**src/rtl/core/pett_pkg.sv**
```systemverilog
// shared types and constants for the periodic event timer table
`default_nettype none

package pett_pkg;

    // table geometry
    localparam int TABLE_ENTRIES = 16;
    localparam int IDX_W         = (TABLE_ENTRIES > 1) ? $clog2(TABLE_ENTRIES) : 1;
    localparam int CNT_W         = IDX_W + 1;

    // field widths
    localparam int WORD_W  = 32;
    localparam int KIND_W  = 2;
    localparam int IN_W    = 5 * WORD_W;
    localparam int OUT_W   = 2 * WORD_W;

    // item kinds carried on tuser
    typedef enum logic [KIND_W-1:0] {
        KIND_ADD   = 2'd0,
        KIND_CLEAR = 2'd1,
        KIND_TICK  = 2'd2
    } kind_t;

    // one stored table entry
    typedef struct packed {
        logic [WORD_W-1:0] id;
        logic [WORD_W-1:0] due;
        logic [WORD_W-1:0] count;
        logic [WORD_W-1:0] period;
        logic [WORD_W-1:0] param;
    } entry_t;

endpackage

`default_nettype wire

```
**src/rtl/core/periodic_event_timer_table.sv**
```systemverilog
// periodic event timer table: entry store, scan sequencer and output register
`default_nettype none

// A table of up to sixteen timed events keyed by unique 32-bit id, held in an
// entry memory with one read and one write port that a small sequencer walks
// one entry per cycle. An add or a clear item is accepted and then takes a full
// pass over the memory, which checks for a duplicate or finds the id; an add
// to a full table and a clear-all finish in the accept cycle. A tick takes one
// pass that marks every due entry and picks the lowest due id, then fires that
// entry and makes a further pass to find each next lowest id, until no marked
// entry is left; a firing waits while the output register is still full. Each
// pass is paced by the memory read port, one entry per cycle. Input is refused
// while an item is being worked on; a finished result waits in the output
// register and the next item can be taken meanwhile.
module periodic_event_timer_table (
    input  wire logic                       clk,
    input  wire logic                       rst_n,
    // input beat
    input  wire logic                       s_tvalid,
    output      logic                       s_tready,
    // event_id, event_time, repeat_count, period, param
    input  wire logic [pett_pkg::IN_W-1:0]  s_tdata,
    // kind
    input  wire logic [pett_pkg::KIND_W-1:0] s_tuser,
    // result beat
    output      logic                       m_tvalid,
    input  wire logic                       m_tready,
    // fired_id, fired_param
    output      logic [pett_pkg::OUT_W-1:0] m_tdata,
    output      logic                       m_tlast
);
    import pett_pkg::*;

    typedef enum logic [1:0] {
        ST_IDLE,
        ST_SCAN,
        ST_FIRE
    } state_t;

    localparam logic [CNT_W-1:0] SCAN_END = CNT_W'(TABLE_ENTRIES);

    state_t                     state_reg;
    kind_t                      kind_reg;
    logic [WORD_W-1:0]          item_id_reg;
    logic [WORD_W-1:0]          item_time_reg;
    logic [WORD_W-1:0]          item_count_reg;
    logic [WORD_W-1:0]          item_period_reg;
    logic [WORD_W-1:0]          item_param_reg;

    logic [TABLE_ENTRIES-1:0]   valid_reg;
    logic [TABLE_ENTRIES-1:0]   due_mask_reg;
    logic [CNT_W-1:0]           due_cnt_reg;
    logic                       mark_reg;
    logic                       hit_reg;

    logic [CNT_W-1:0]           scan_reg;
    logic                       rd_vld_reg;
    logic [IDX_W-1:0]           rd_idx_reg;
    entry_t                     rd_entry_reg;

    logic                       best_found_reg;
    logic [IDX_W-1:0]           best_idx_reg;
    entry_t                     best_entry_reg;

    logic                       m_tvalid_reg;
    logic [WORD_W-1:0]          out_id_reg;
    logic [WORD_W-1:0]          out_param_reg;
    logic                       out_last_reg;

    entry_t                     mem [TABLE_ENTRIES];

    logic [IDX_W-1:0]           rd_addr;
    logic                       issue;
    logic                       scan_done;
    logic                       rd_entry_valid;
    logic                       id_match;
    logic                       is_due;
    logic                       cand;
    logic                       better;
    logic                       out_free;
    logic                       free_found;
    logic [IDX_W-1:0]           free_idx;
    logic                       repeat_fire;
    logic                       mem_we;
    logic [IDX_W-1:0]           mem_waddr;
    entry_t                     mem_wdata;

    // scan control and per-entry compare unit
    always_comb
    begin
        rd_addr        = scan_reg[IDX_W-1:0];
        issue          = (state_reg == ST_SCAN) && (scan_reg != SCAN_END);
        scan_done      = (state_reg == ST_SCAN) && !issue && !rd_vld_reg;
        rd_entry_valid = valid_reg[rd_idx_reg];
        id_match       = rd_entry_valid && (rd_entry_reg.id == item_id_reg);
        is_due         = rd_entry_valid && (rd_entry_reg.due < item_time_reg);
        cand           = mark_reg ? is_due : due_mask_reg[rd_idx_reg];
        better         = cand && (!best_found_reg || (rd_entry_reg.id < best_entry_reg.id));
        out_free       = !m_tvalid_reg || m_tready;
        repeat_fire    = best_entry_reg.count > WORD_W'(1);
    end

    // lowest free slot for an add
    always_comb
    begin
        free_found = 1'b0;
        free_idx   = '0;
        for (int i = TABLE_ENTRIES - 1; i >= 0; i--)
        begin
            if (!valid_reg[i])
            begin
                free_found = 1'b1;
                free_idx   = IDX_W'(i);
            end
        end
    end

    // memory write: new entry on add, reschedule on a repeat firing
    always_comb
    begin
        mem_we    = 1'b0;
        mem_waddr = best_idx_reg;
        mem_wdata = best_entry_reg;
        if (state_reg == ST_FIRE)
        begin
            mem_we           = out_free && repeat_fire;
            mem_wdata.due    = item_time_reg + best_entry_reg.period;
            mem_wdata.count  = best_entry_reg.count - WORD_W'(1);
        end
        else if (scan_done && (kind_reg == KIND_ADD))
        begin
            mem_we           = !hit_reg && free_found;
            mem_waddr        = free_idx;
            mem_wdata.id     = item_id_reg;
            mem_wdata.due    = item_time_reg;
            mem_wdata.count  = item_count_reg;
            mem_wdata.period = item_period_reg;
            mem_wdata.param  = item_param_reg;
        end
    end

    // entry memory with registered read
    always_ff @(posedge clk)
    begin
        if (mem_we)
        begin
            mem[mem_waddr] <= mem_wdata;
        end
        rd_entry_reg <= mem[rd_addr];
    end

    // sequencer, table flags and output register
    always_ff @(posedge clk or negedge rst_n)
    begin
        if (!rst_n)
        begin
            state_reg       <= ST_IDLE;
            kind_reg        <= KIND_ADD;
            item_id_reg     <= '0;
            item_time_reg   <= '0;
            item_count_reg  <= '0;
            item_period_reg <= '0;
            item_param_reg  <= '0;
            valid_reg       <= '0;
            due_mask_reg    <= '0;
            due_cnt_reg     <= '0;
            mark_reg        <= 1'b0;
            hit_reg         <= 1'b0;
            scan_reg        <= '0;
            rd_vld_reg      <= 1'b0;
            rd_idx_reg      <= '0;
            best_found_reg  <= 1'b0;
            best_idx_reg    <= '0;
            best_entry_reg  <= '0;
            m_tvalid_reg    <= 1'b0;
            out_id_reg      <= '0;
            out_param_reg   <= '0;
            out_last_reg    <= 1'b0;
        end
        else
        begin
            // read pipeline follows the scan counter
            rd_vld_reg <= issue;
            rd_idx_reg <= rd_addr;

            // result register: loaded by a firing, emptied once taken
            if ((state_reg == ST_FIRE) && out_free)
            begin
                m_tvalid_reg <= 1'b1;
            end
            else if (m_tready)
            begin
                m_tvalid_reg <= 1'b0;
            end

            unique case (state_reg)
                ST_IDLE:
                begin
                    if (s_tvalid)
                    begin
                        kind_reg        <= kind_t'(s_tuser);
                        item_id_reg     <= s_tdata[WORD_W-1:0];
                        item_time_reg   <= s_tdata[2*WORD_W-1:WORD_W];
                        item_count_reg  <= s_tdata[3*WORD_W-1:2*WORD_W];
                        item_period_reg <= s_tdata[4*WORD_W-1:3*WORD_W];
                        item_param_reg  <= s_tdata[5*WORD_W-1:4*WORD_W];
                        scan_reg        <= '0;
                        best_found_reg  <= 1'b0;
                        hit_reg         <= 1'b0;
                        unique case (kind_t'(s_tuser))
                            KIND_ADD:
                            begin
                                if (!(&valid_reg))
                                begin
                                    state_reg <= ST_SCAN;
                                end
                            end
                            KIND_CLEAR:
                            begin
                                if (s_tdata[WORD_W-1:0] == '0)
                                begin
                                    valid_reg <= '0;
                                end
                                else
                                begin
                                    state_reg <= ST_SCAN;
                                end
                            end
                            KIND_TICK:
                            begin
                                state_reg    <= ST_SCAN;
                                mark_reg     <= 1'b1;
                                due_mask_reg <= '0;
                                due_cnt_reg  <= '0;
                            end
                            default:
                            begin
                                state_reg <= ST_IDLE;
                            end
                        endcase
                    end
                end

                ST_SCAN:
                begin
                    if (issue)
                    begin
                        scan_reg <= scan_reg + CNT_W'(1);
                    end
                    // look at the entry read last cycle
                    if (rd_vld_reg)
                    begin
                        unique case (kind_reg)
                            KIND_ADD:
                            begin
                                if (id_match)
                                begin
                                    hit_reg <= 1'b1;
                                end
                            end
                            KIND_CLEAR:
                            begin
                                if (id_match)
                                begin
                                    valid_reg[rd_idx_reg] <= 1'b0;
                                end
                            end
                            KIND_TICK:
                            begin
                                if (mark_reg && is_due)
                                begin
                                    due_mask_reg[rd_idx_reg] <= 1'b1;
                                    due_cnt_reg              <= due_cnt_reg + CNT_W'(1);
                                end
                                if (better)
                                begin
                                    best_found_reg <= 1'b1;
                                    best_idx_reg   <= rd_idx_reg;
                                    best_entry_reg <= rd_entry_reg;
                                end
                            end
                            default:
                            begin
                                hit_reg <= hit_reg;
                            end
                        endcase
                    end
                    // end of the pass
                    if (scan_done)
                    begin
                        mark_reg <= 1'b0;
                        if ((kind_reg == KIND_ADD) && !hit_reg && free_found)
                        begin
                            valid_reg[free_idx] <= 1'b1;
                        end
                        if ((kind_reg == KIND_TICK) && best_found_reg)
                        begin
                            state_reg <= ST_FIRE;
                        end
                        else
                        begin
                            state_reg <= ST_IDLE;
                        end
                    end
                end

                ST_FIRE:
                begin
                    if (out_free)
                    begin
                        out_id_reg                 <= best_entry_reg.id;
                        out_param_reg              <= best_entry_reg.param;
                        out_last_reg               <= (due_cnt_reg == CNT_W'(1));
                        due_mask_reg[best_idx_reg] <= 1'b0;
                        due_cnt_reg                <= due_cnt_reg - CNT_W'(1);
                        if (!repeat_fire)
                        begin
                            valid_reg[best_idx_reg] <= 1'b0;
                        end
                        // search the next lowest due id, or finish
                        scan_reg       <= '0;
                        best_found_reg <= 1'b0;
                        if (due_cnt_reg == CNT_W'(1))
                        begin
                            state_reg <= ST_IDLE;
                        end
                        else
                        begin
                            state_reg <= ST_SCAN;
                        end
                    end
                end

                default:
                begin
                    state_reg <= ST_IDLE;
                end
            endcase
        end
    end

    assign s_tready = (state_reg == ST_IDLE);
    assign m_tvalid = m_tvalid_reg;
    assign m_tdata  = {out_param_reg, out_id_reg};
    assign m_tlast  = out_last_reg;

`ifndef NO_ASSERTIONS
    // pending count always matches the due marks
    assert property (@(posedge clk) disable iff (!rst_n)
        due_cnt_reg == CNT_W'($countones(due_mask_reg)))
        else $error("due count out of step with due marks");

    // a firing entry is still marked due and still in the table
    assert property (@(posedge clk) disable iff (!rst_n)
        (state_reg == ST_FIRE) |-> (due_mask_reg[best_idx_reg] && valid_reg[best_idx_reg]))
        else $error("firing an entry that is not due or not stored");

    // a tick pass that ends with marks pending must have picked an entry
    assert property (@(posedge clk) disable iff (!rst_n)
        (scan_done && (kind_reg == KIND_TICK) && (due_cnt_reg != '0)) |-> best_found_reg)
        else $error("due entries left but none selected");
`endif

endmodule

`default_nettype wire
```
**config.mk**
```make
export PLATFORM = sky130hd
export DESIGN_NAME = periodic_event_timer_table
export DESIGN_NICKNAME = d
export VERILOG_FILES = /design/src/rtl/core/pett_pkg.sv /design/src/rtl/core/periodic_event_timer_table.sv
export SDC_FILE = /design/constraint.sdc
export NUM_CORES = 2
export LEC_CHECK = 0
export BUFFER_PORTS_ARGS = -buffer_cell sky130_fd_sc_hd__buf_2
export CORE_MARGIN = 1.5
export CORE_UTILIZATION = 56
export DETAILED_ROUTE_END_ITERATION = 10
export PLACE_DENSITY = 0.73
export SKIP_LAST_GASP = 1
export SYNTH_ARGS = -nofsm -noshare
export SYNTH_HDL_FRONTEND = slang
export SYNTH_SLANG_ARGS = --single-unit
```
**constraint.sdc**
```tcl
create_clock -name clk -period 14.4 [get_ports clk]
set_input_delay 0.72 -clock clk [delete_from_list [all_inputs] [get_ports clk]]
set_output_delay 0.72 -clock clk [all_outputs]
set_load 0.01 [all_outputs]
```
Word-level counts from Yosys, hierarchy flattened. Memories as Yosys holds them, arrays and structs flattened. A register that Yosys moved wholly into a read port is not among the register bits. Cells that the tools add are included.

Memories kept: 1. Bits of input ports: 166. Bits in writable memories: 2560. Flip-flop bits (word level): 444. Output and inout bits: 67.

Equal/unequal tests: 25. Bitwise gates (word level): 7. Muxes and demuxes: 108. $lt $le $gt $ge: 9. $add $sub $neg: 5. Reduce and logical (&&, ||, !) cells: 42.

Memory list: mem (words 16, width 160, rd ports 1, clocked after Yosys merged registers in 1, write ports 1, line periodic_event_timer_table.sv:70) `entry_t mem [TABLE_ENTRIES];`.

Operators by type and width (count): 2-to-1 mux 16 bit (17); 2-to-1 mux 160 bit (1); 2-to-1 mux 64 bit (2); one-hot mux 16 bit (3 select lines) (2); 2-to-1 mux 4 bit (18); less-than comparator 32 bit (2); bitwise AND 16 bit (3); 2-to-1 mux 5 bit (9); 2-to-1 mux 1 bit (40); adder 32 bit (1); == test 32 bit (1); greater-than comparator 32 x 1 -> 1 bit (second input constant) (1); logical NOT 32 bit (1); 2-to-1 mux 32 bit (1); NOT 16 bit (2); bitwise OR 16 bit (2); subtractor 32 x 1 -> 32 bit (second input constant) (1); one-hot mux 5 bit (3 select lines) (2); logical AND 1 bit (17); != test 2 bit (second input constant) (8); AND reduction 16 bit (1); less-than comparator 4 x 5 -> 1 bit (second input constant) (3); demux 1 bit (select 4 bit) (3); >= comparator 4 x 1 -> 1 bit (second input constant) (3); 23 further kinds (55).

Logic depth before layout (Yosys ltp).
Depth in word-level cells: 24. Mapped depth: 15.

Least setup slack after synthesis. OpenSTA, ideal clock, no wires.

Path type: flip-flop to flip-flop. From: register scan_reg[0]. To: memory mem[0][0] (netlist name) (enable). Required time: 13.525 ns. Cell stages (with the launch flop): 16. Slack: -0.507 ns. Arrival: 14.031 ns. Library setup time: 0.875 ns. Cells stage by stage: dfrtp_1 clkbuf_1 clkbuf_1 clkbuf_1 buf_1 inv_1 ha_1 and4bb_2 nand2b_1 or3_1 clkbuf_1 nor2_1 mux2_2 nor2b_1 nand2_1 nor3_1.

Word-level cells in the longest chain between the ends: 10. Elaborated cells between the ends (all ways): 12. Classes of those cells: 1 x eq/ne; 6 x mux; 5 x reduce/logical.

RTL lines: from (decl) (line periodic_event_timer_table.sv:56) `logic [CNT_W-1:0] scan_reg;`; from (signal assigned) (line periodic_event_timer_table.sv:248) `scan_reg <= scan_reg + CNT_W'(1);`; != test 5 bit (*) (line periodic_event_timer_table.sv:92) `issue = (state_reg == ST_SCAN) && (scan_reg != SCAN_END);`; logical AND 1 bit (*) (line periodic_event_timer_table.sv:92); logical NOT 1 bit (*) (line periodic_event_timer_table.sv:93) `scan_done = (state_reg == ST_SCAN) && !issue && !rd_vld_reg;`; logical AND 1 bit (*) (2 in series) (line periodic_event_timer_table.sv:93); logical AND 1 bit (*) (line periodic_event_timer_table.sv:130) `else if (scan_done && (kind_reg == KIND_ADD))`; 2-to-1 mux 1 bit (line periodic_event_timer_table.sv:130); 2-to-1 mux 1 bit (line periodic_event_timer_table.sv:124) `if (state_reg == ST_FIRE)`; 2-to-1 mux 1 bit (line periodic_event_timer_table.sv:145) `if (mem_we)`; 2-to-1 mux 1 bit (not written as such) (line periodic_event_timer_table.sv:147) `mem[mem_waddr] <= mem_wdata;`; to (decl) (line periodic_event_timer_table.sv:70).

Every way passes the cells marked *; elsewhere a longest branch is shown, timed or not.

Final worst setup path.
From: register scan_reg[1]. To: memory mem[10][40] (netlist name) (enable).

Same word-level chain as after synthesis.

==> out/summary.txt <==
GPL Wtd Cong: 0.890
IO Pins: 233
share of cells above drive strength 1: 27.8%
Worst-Margin Slew: 1.30 ns
initial drt markers: 6887
Vias: 61923
outcome: completed
WL final: 287000 um
RSZ-0062 raised after global routing: no
Via density: 6.36
gr ovfl total: 0
Final period util: 49.2%
DR WL/cell: 29.5 um
syn_nets: 6351
cts bufs inserted: 329
placed cell area: 128000 um^2
synthesized flop and latch total: 3164
max FFs per register: 2560
Clk pin slew, worst setup/hold paths: 0.06 ns
CTS tree: yes
CP endpoint kind: flop
startpoint types: flop
critical path class: reg -> reg
CP required: 14.93 ns
largest net degree at the start of global routing: 133
highest clock rate: 141 MHz
post-CTS setup buffer count: 0
worst hold slack: 0.0687 ns
Clock Latency Late Sink: 0.96 ns
Die H: 473 um
Core Box Area: 220000 um^2
clock root cell: clkbuf_16
cell area after synthesis: 124000 um^2
die width: 473 um
crit path DAT: 7.62 ns
post-cts repair resize count: 0
placed cells: 9033
Finished Layout Cells: 9740
Hold Path Class: in -> reg
ys flop type: edfxtp_1
Cell variety after synth: 79
clock buffer depth: 4
PwrDens: 153 nW/um^2
Core Util, Final: 63.8%
count of final setup violators: 0
Fin Clk Skew: 0.0661 ns
top-count cell post-synth: edfxtp_1
# clock sinks: 3164
max_cap viols: 0
Yosys Warn Count: 0
final hold viol count: 0
# rows: 172
Final nets: 6885
CP Max Fanout: 132
Tmin final: 7.09 ns
Async SR Flop Fraction: 14.0%
Max-slew headroom: 12.8%
first-pass GRT wire length: 424000 um
Synth area leaders: edfxtp_1, mux4_2, dfrtp_1, dfxtp_1, mux2_2
design area: 140000 um^2
initial antenna violation count: 6
H-tree depth: 5
average size of a mapped cell: 20.3 um^2
DP Wirelength: 149000 um
largest area contributor in the netlist: edfxtp_1
Max rail drop VDD: 0.143 mV
LEAKAGE: 47.3 nW
most instantiated cells after synthesis: edfxtp_1, mux4_2, dfrtp_1
post-route ant nets: 0
DR DRC count: 0
sequential share of the synthesized area: 73.8%
EDFF count, synth: 2560
Slew Viols, Final: 0
top-area cell type share of the netlist area: 62.2%
gr usage total: 26.0%
synthesized instance count: 6080
area grow syn2layout: 13.4%
initial core utilization: 56.3%
full die area: 223000 um^2
Port Buffers: 232
TritonRoute pass-1 iters: 6
vias in the first global route: 63300
-- cells by family after synthesis --
logic type | share of synthesized area (%)
fa+ha+maj | 1.07
xor+xnor | 0.589
flops | 73.8
buf+inv | 1.30
simple gates | 2.63
mux | 18.4
compound gates | 2.19
-- cells in the final DEF (no fill, tap or decap), types with 37 or more instances in the layout --
master and instances:
edfxtp_1 2560, mux4_2 809, dfrtp_1 441, nand2_1 361, clkbuf_16 335, buf_2 231, mux2_2 208, dfxtp_1 160
mux2_1 158, buf_4 140, o21ai_0 136, dlygate4sd3_1 119, a21oi_1 104, ha_1 103, inv_1 86, clkbuf_1 82
nor2_1 53, xnor2_1 53, a21o_1 48, clkinv_2 47, clkinv_1 42, mux2i_1 39, clkbuf_8 37
-- final cells by class --
cell class                 count  area [um^2]
fill                       14480        79400
sequential                  3164        91200
inverter                      88          338
clock buffer                 454         9200
antenna                        1         2.50
tap                         2871         3590
timing repair buffer         505         3680
multi-input combinational   2526        30900
clock inverter               131         1230
-- worst paths after layout --
check / from / endpoint / slack, ns / cells after the start
min in group asynchronous: rst_n / best_entry_reg[51] / 0.32 / 2
worst max-delay path: scan_reg[1] / mem[10][40] / 7.31 / 15
worst max register to register: scan_reg[1] / mem[10][40] / 7.31 / 15
max in group asynchronous: rst_n / best_entry_reg[141] / 11.07 / 5
worst min-delay path: s_tdata[29] / item_id_reg[29] / 0.07 / 2
worst min register to register: rd_entry_reg[44] / best_entry_reg[44] / 0.42 / 1
-- critical path: stages (launching register included) --
cell and delay (ns):
dfrtp_4 0.81, inv_1 0.16, ha_1 0.16, and4bb_2 0.29, nand2b_1 0.15, or3_2 0.49
buf_4 0.38, nor2_4 0.22, buf_12 0.55, mux2_2 0.44, nor2b_1 0.18, nand2b_1 0.18
nor3_2 0.14, buf_4 0.87, buf_4 0.86, buf_4 0.68
-- report_power, final --
group	internal (mW)	switching (mW)
Combinational	1.31	1.43
Sequential	10.0	0.401
Clock	4.85	3.38
Total	16.2	5.21
-- routing by layer --
| metal | routed length (um) | track usage (%) | up-vias |
|---|---|---|---|
| met5 | 7 | 0 | - |
| met4 | 7810 | 7.41 | 2 |
| met3 | 23300 | 4.22 | 479 |
| met2 | 142000 | 42.3 | 2686 |
| met1 | 114000 | 36.8 | 33014 |
| li1 | - | - | 25742 |
-- metrics by stage --
| stage | TNS [ns] | total power [mW] | setup slack (ns) |
|---|---|---|---|
| finish | 0 | 21.4 | 7.31 |
| global route | 0 | 22.1 | 6.98 |
| CTS | 0 | 21.6 | 7.26 |
| detailed placement | 0 | 13.4 | 7.33 |
| global placement | 0 | 13.3 | 7.29 |
| floorplan | -1217.63 | 12.5 | -0.507 |
-- what timing repair did --
| item | in CTS | in global routing |
|---|---|---|
| hold buffers | 119 | 0 |
| endpoints found under the setup margin | 0 | 0 |
| hold endpoints to repair | 159 | 0 |
Power figures use the tool's default switching activity.
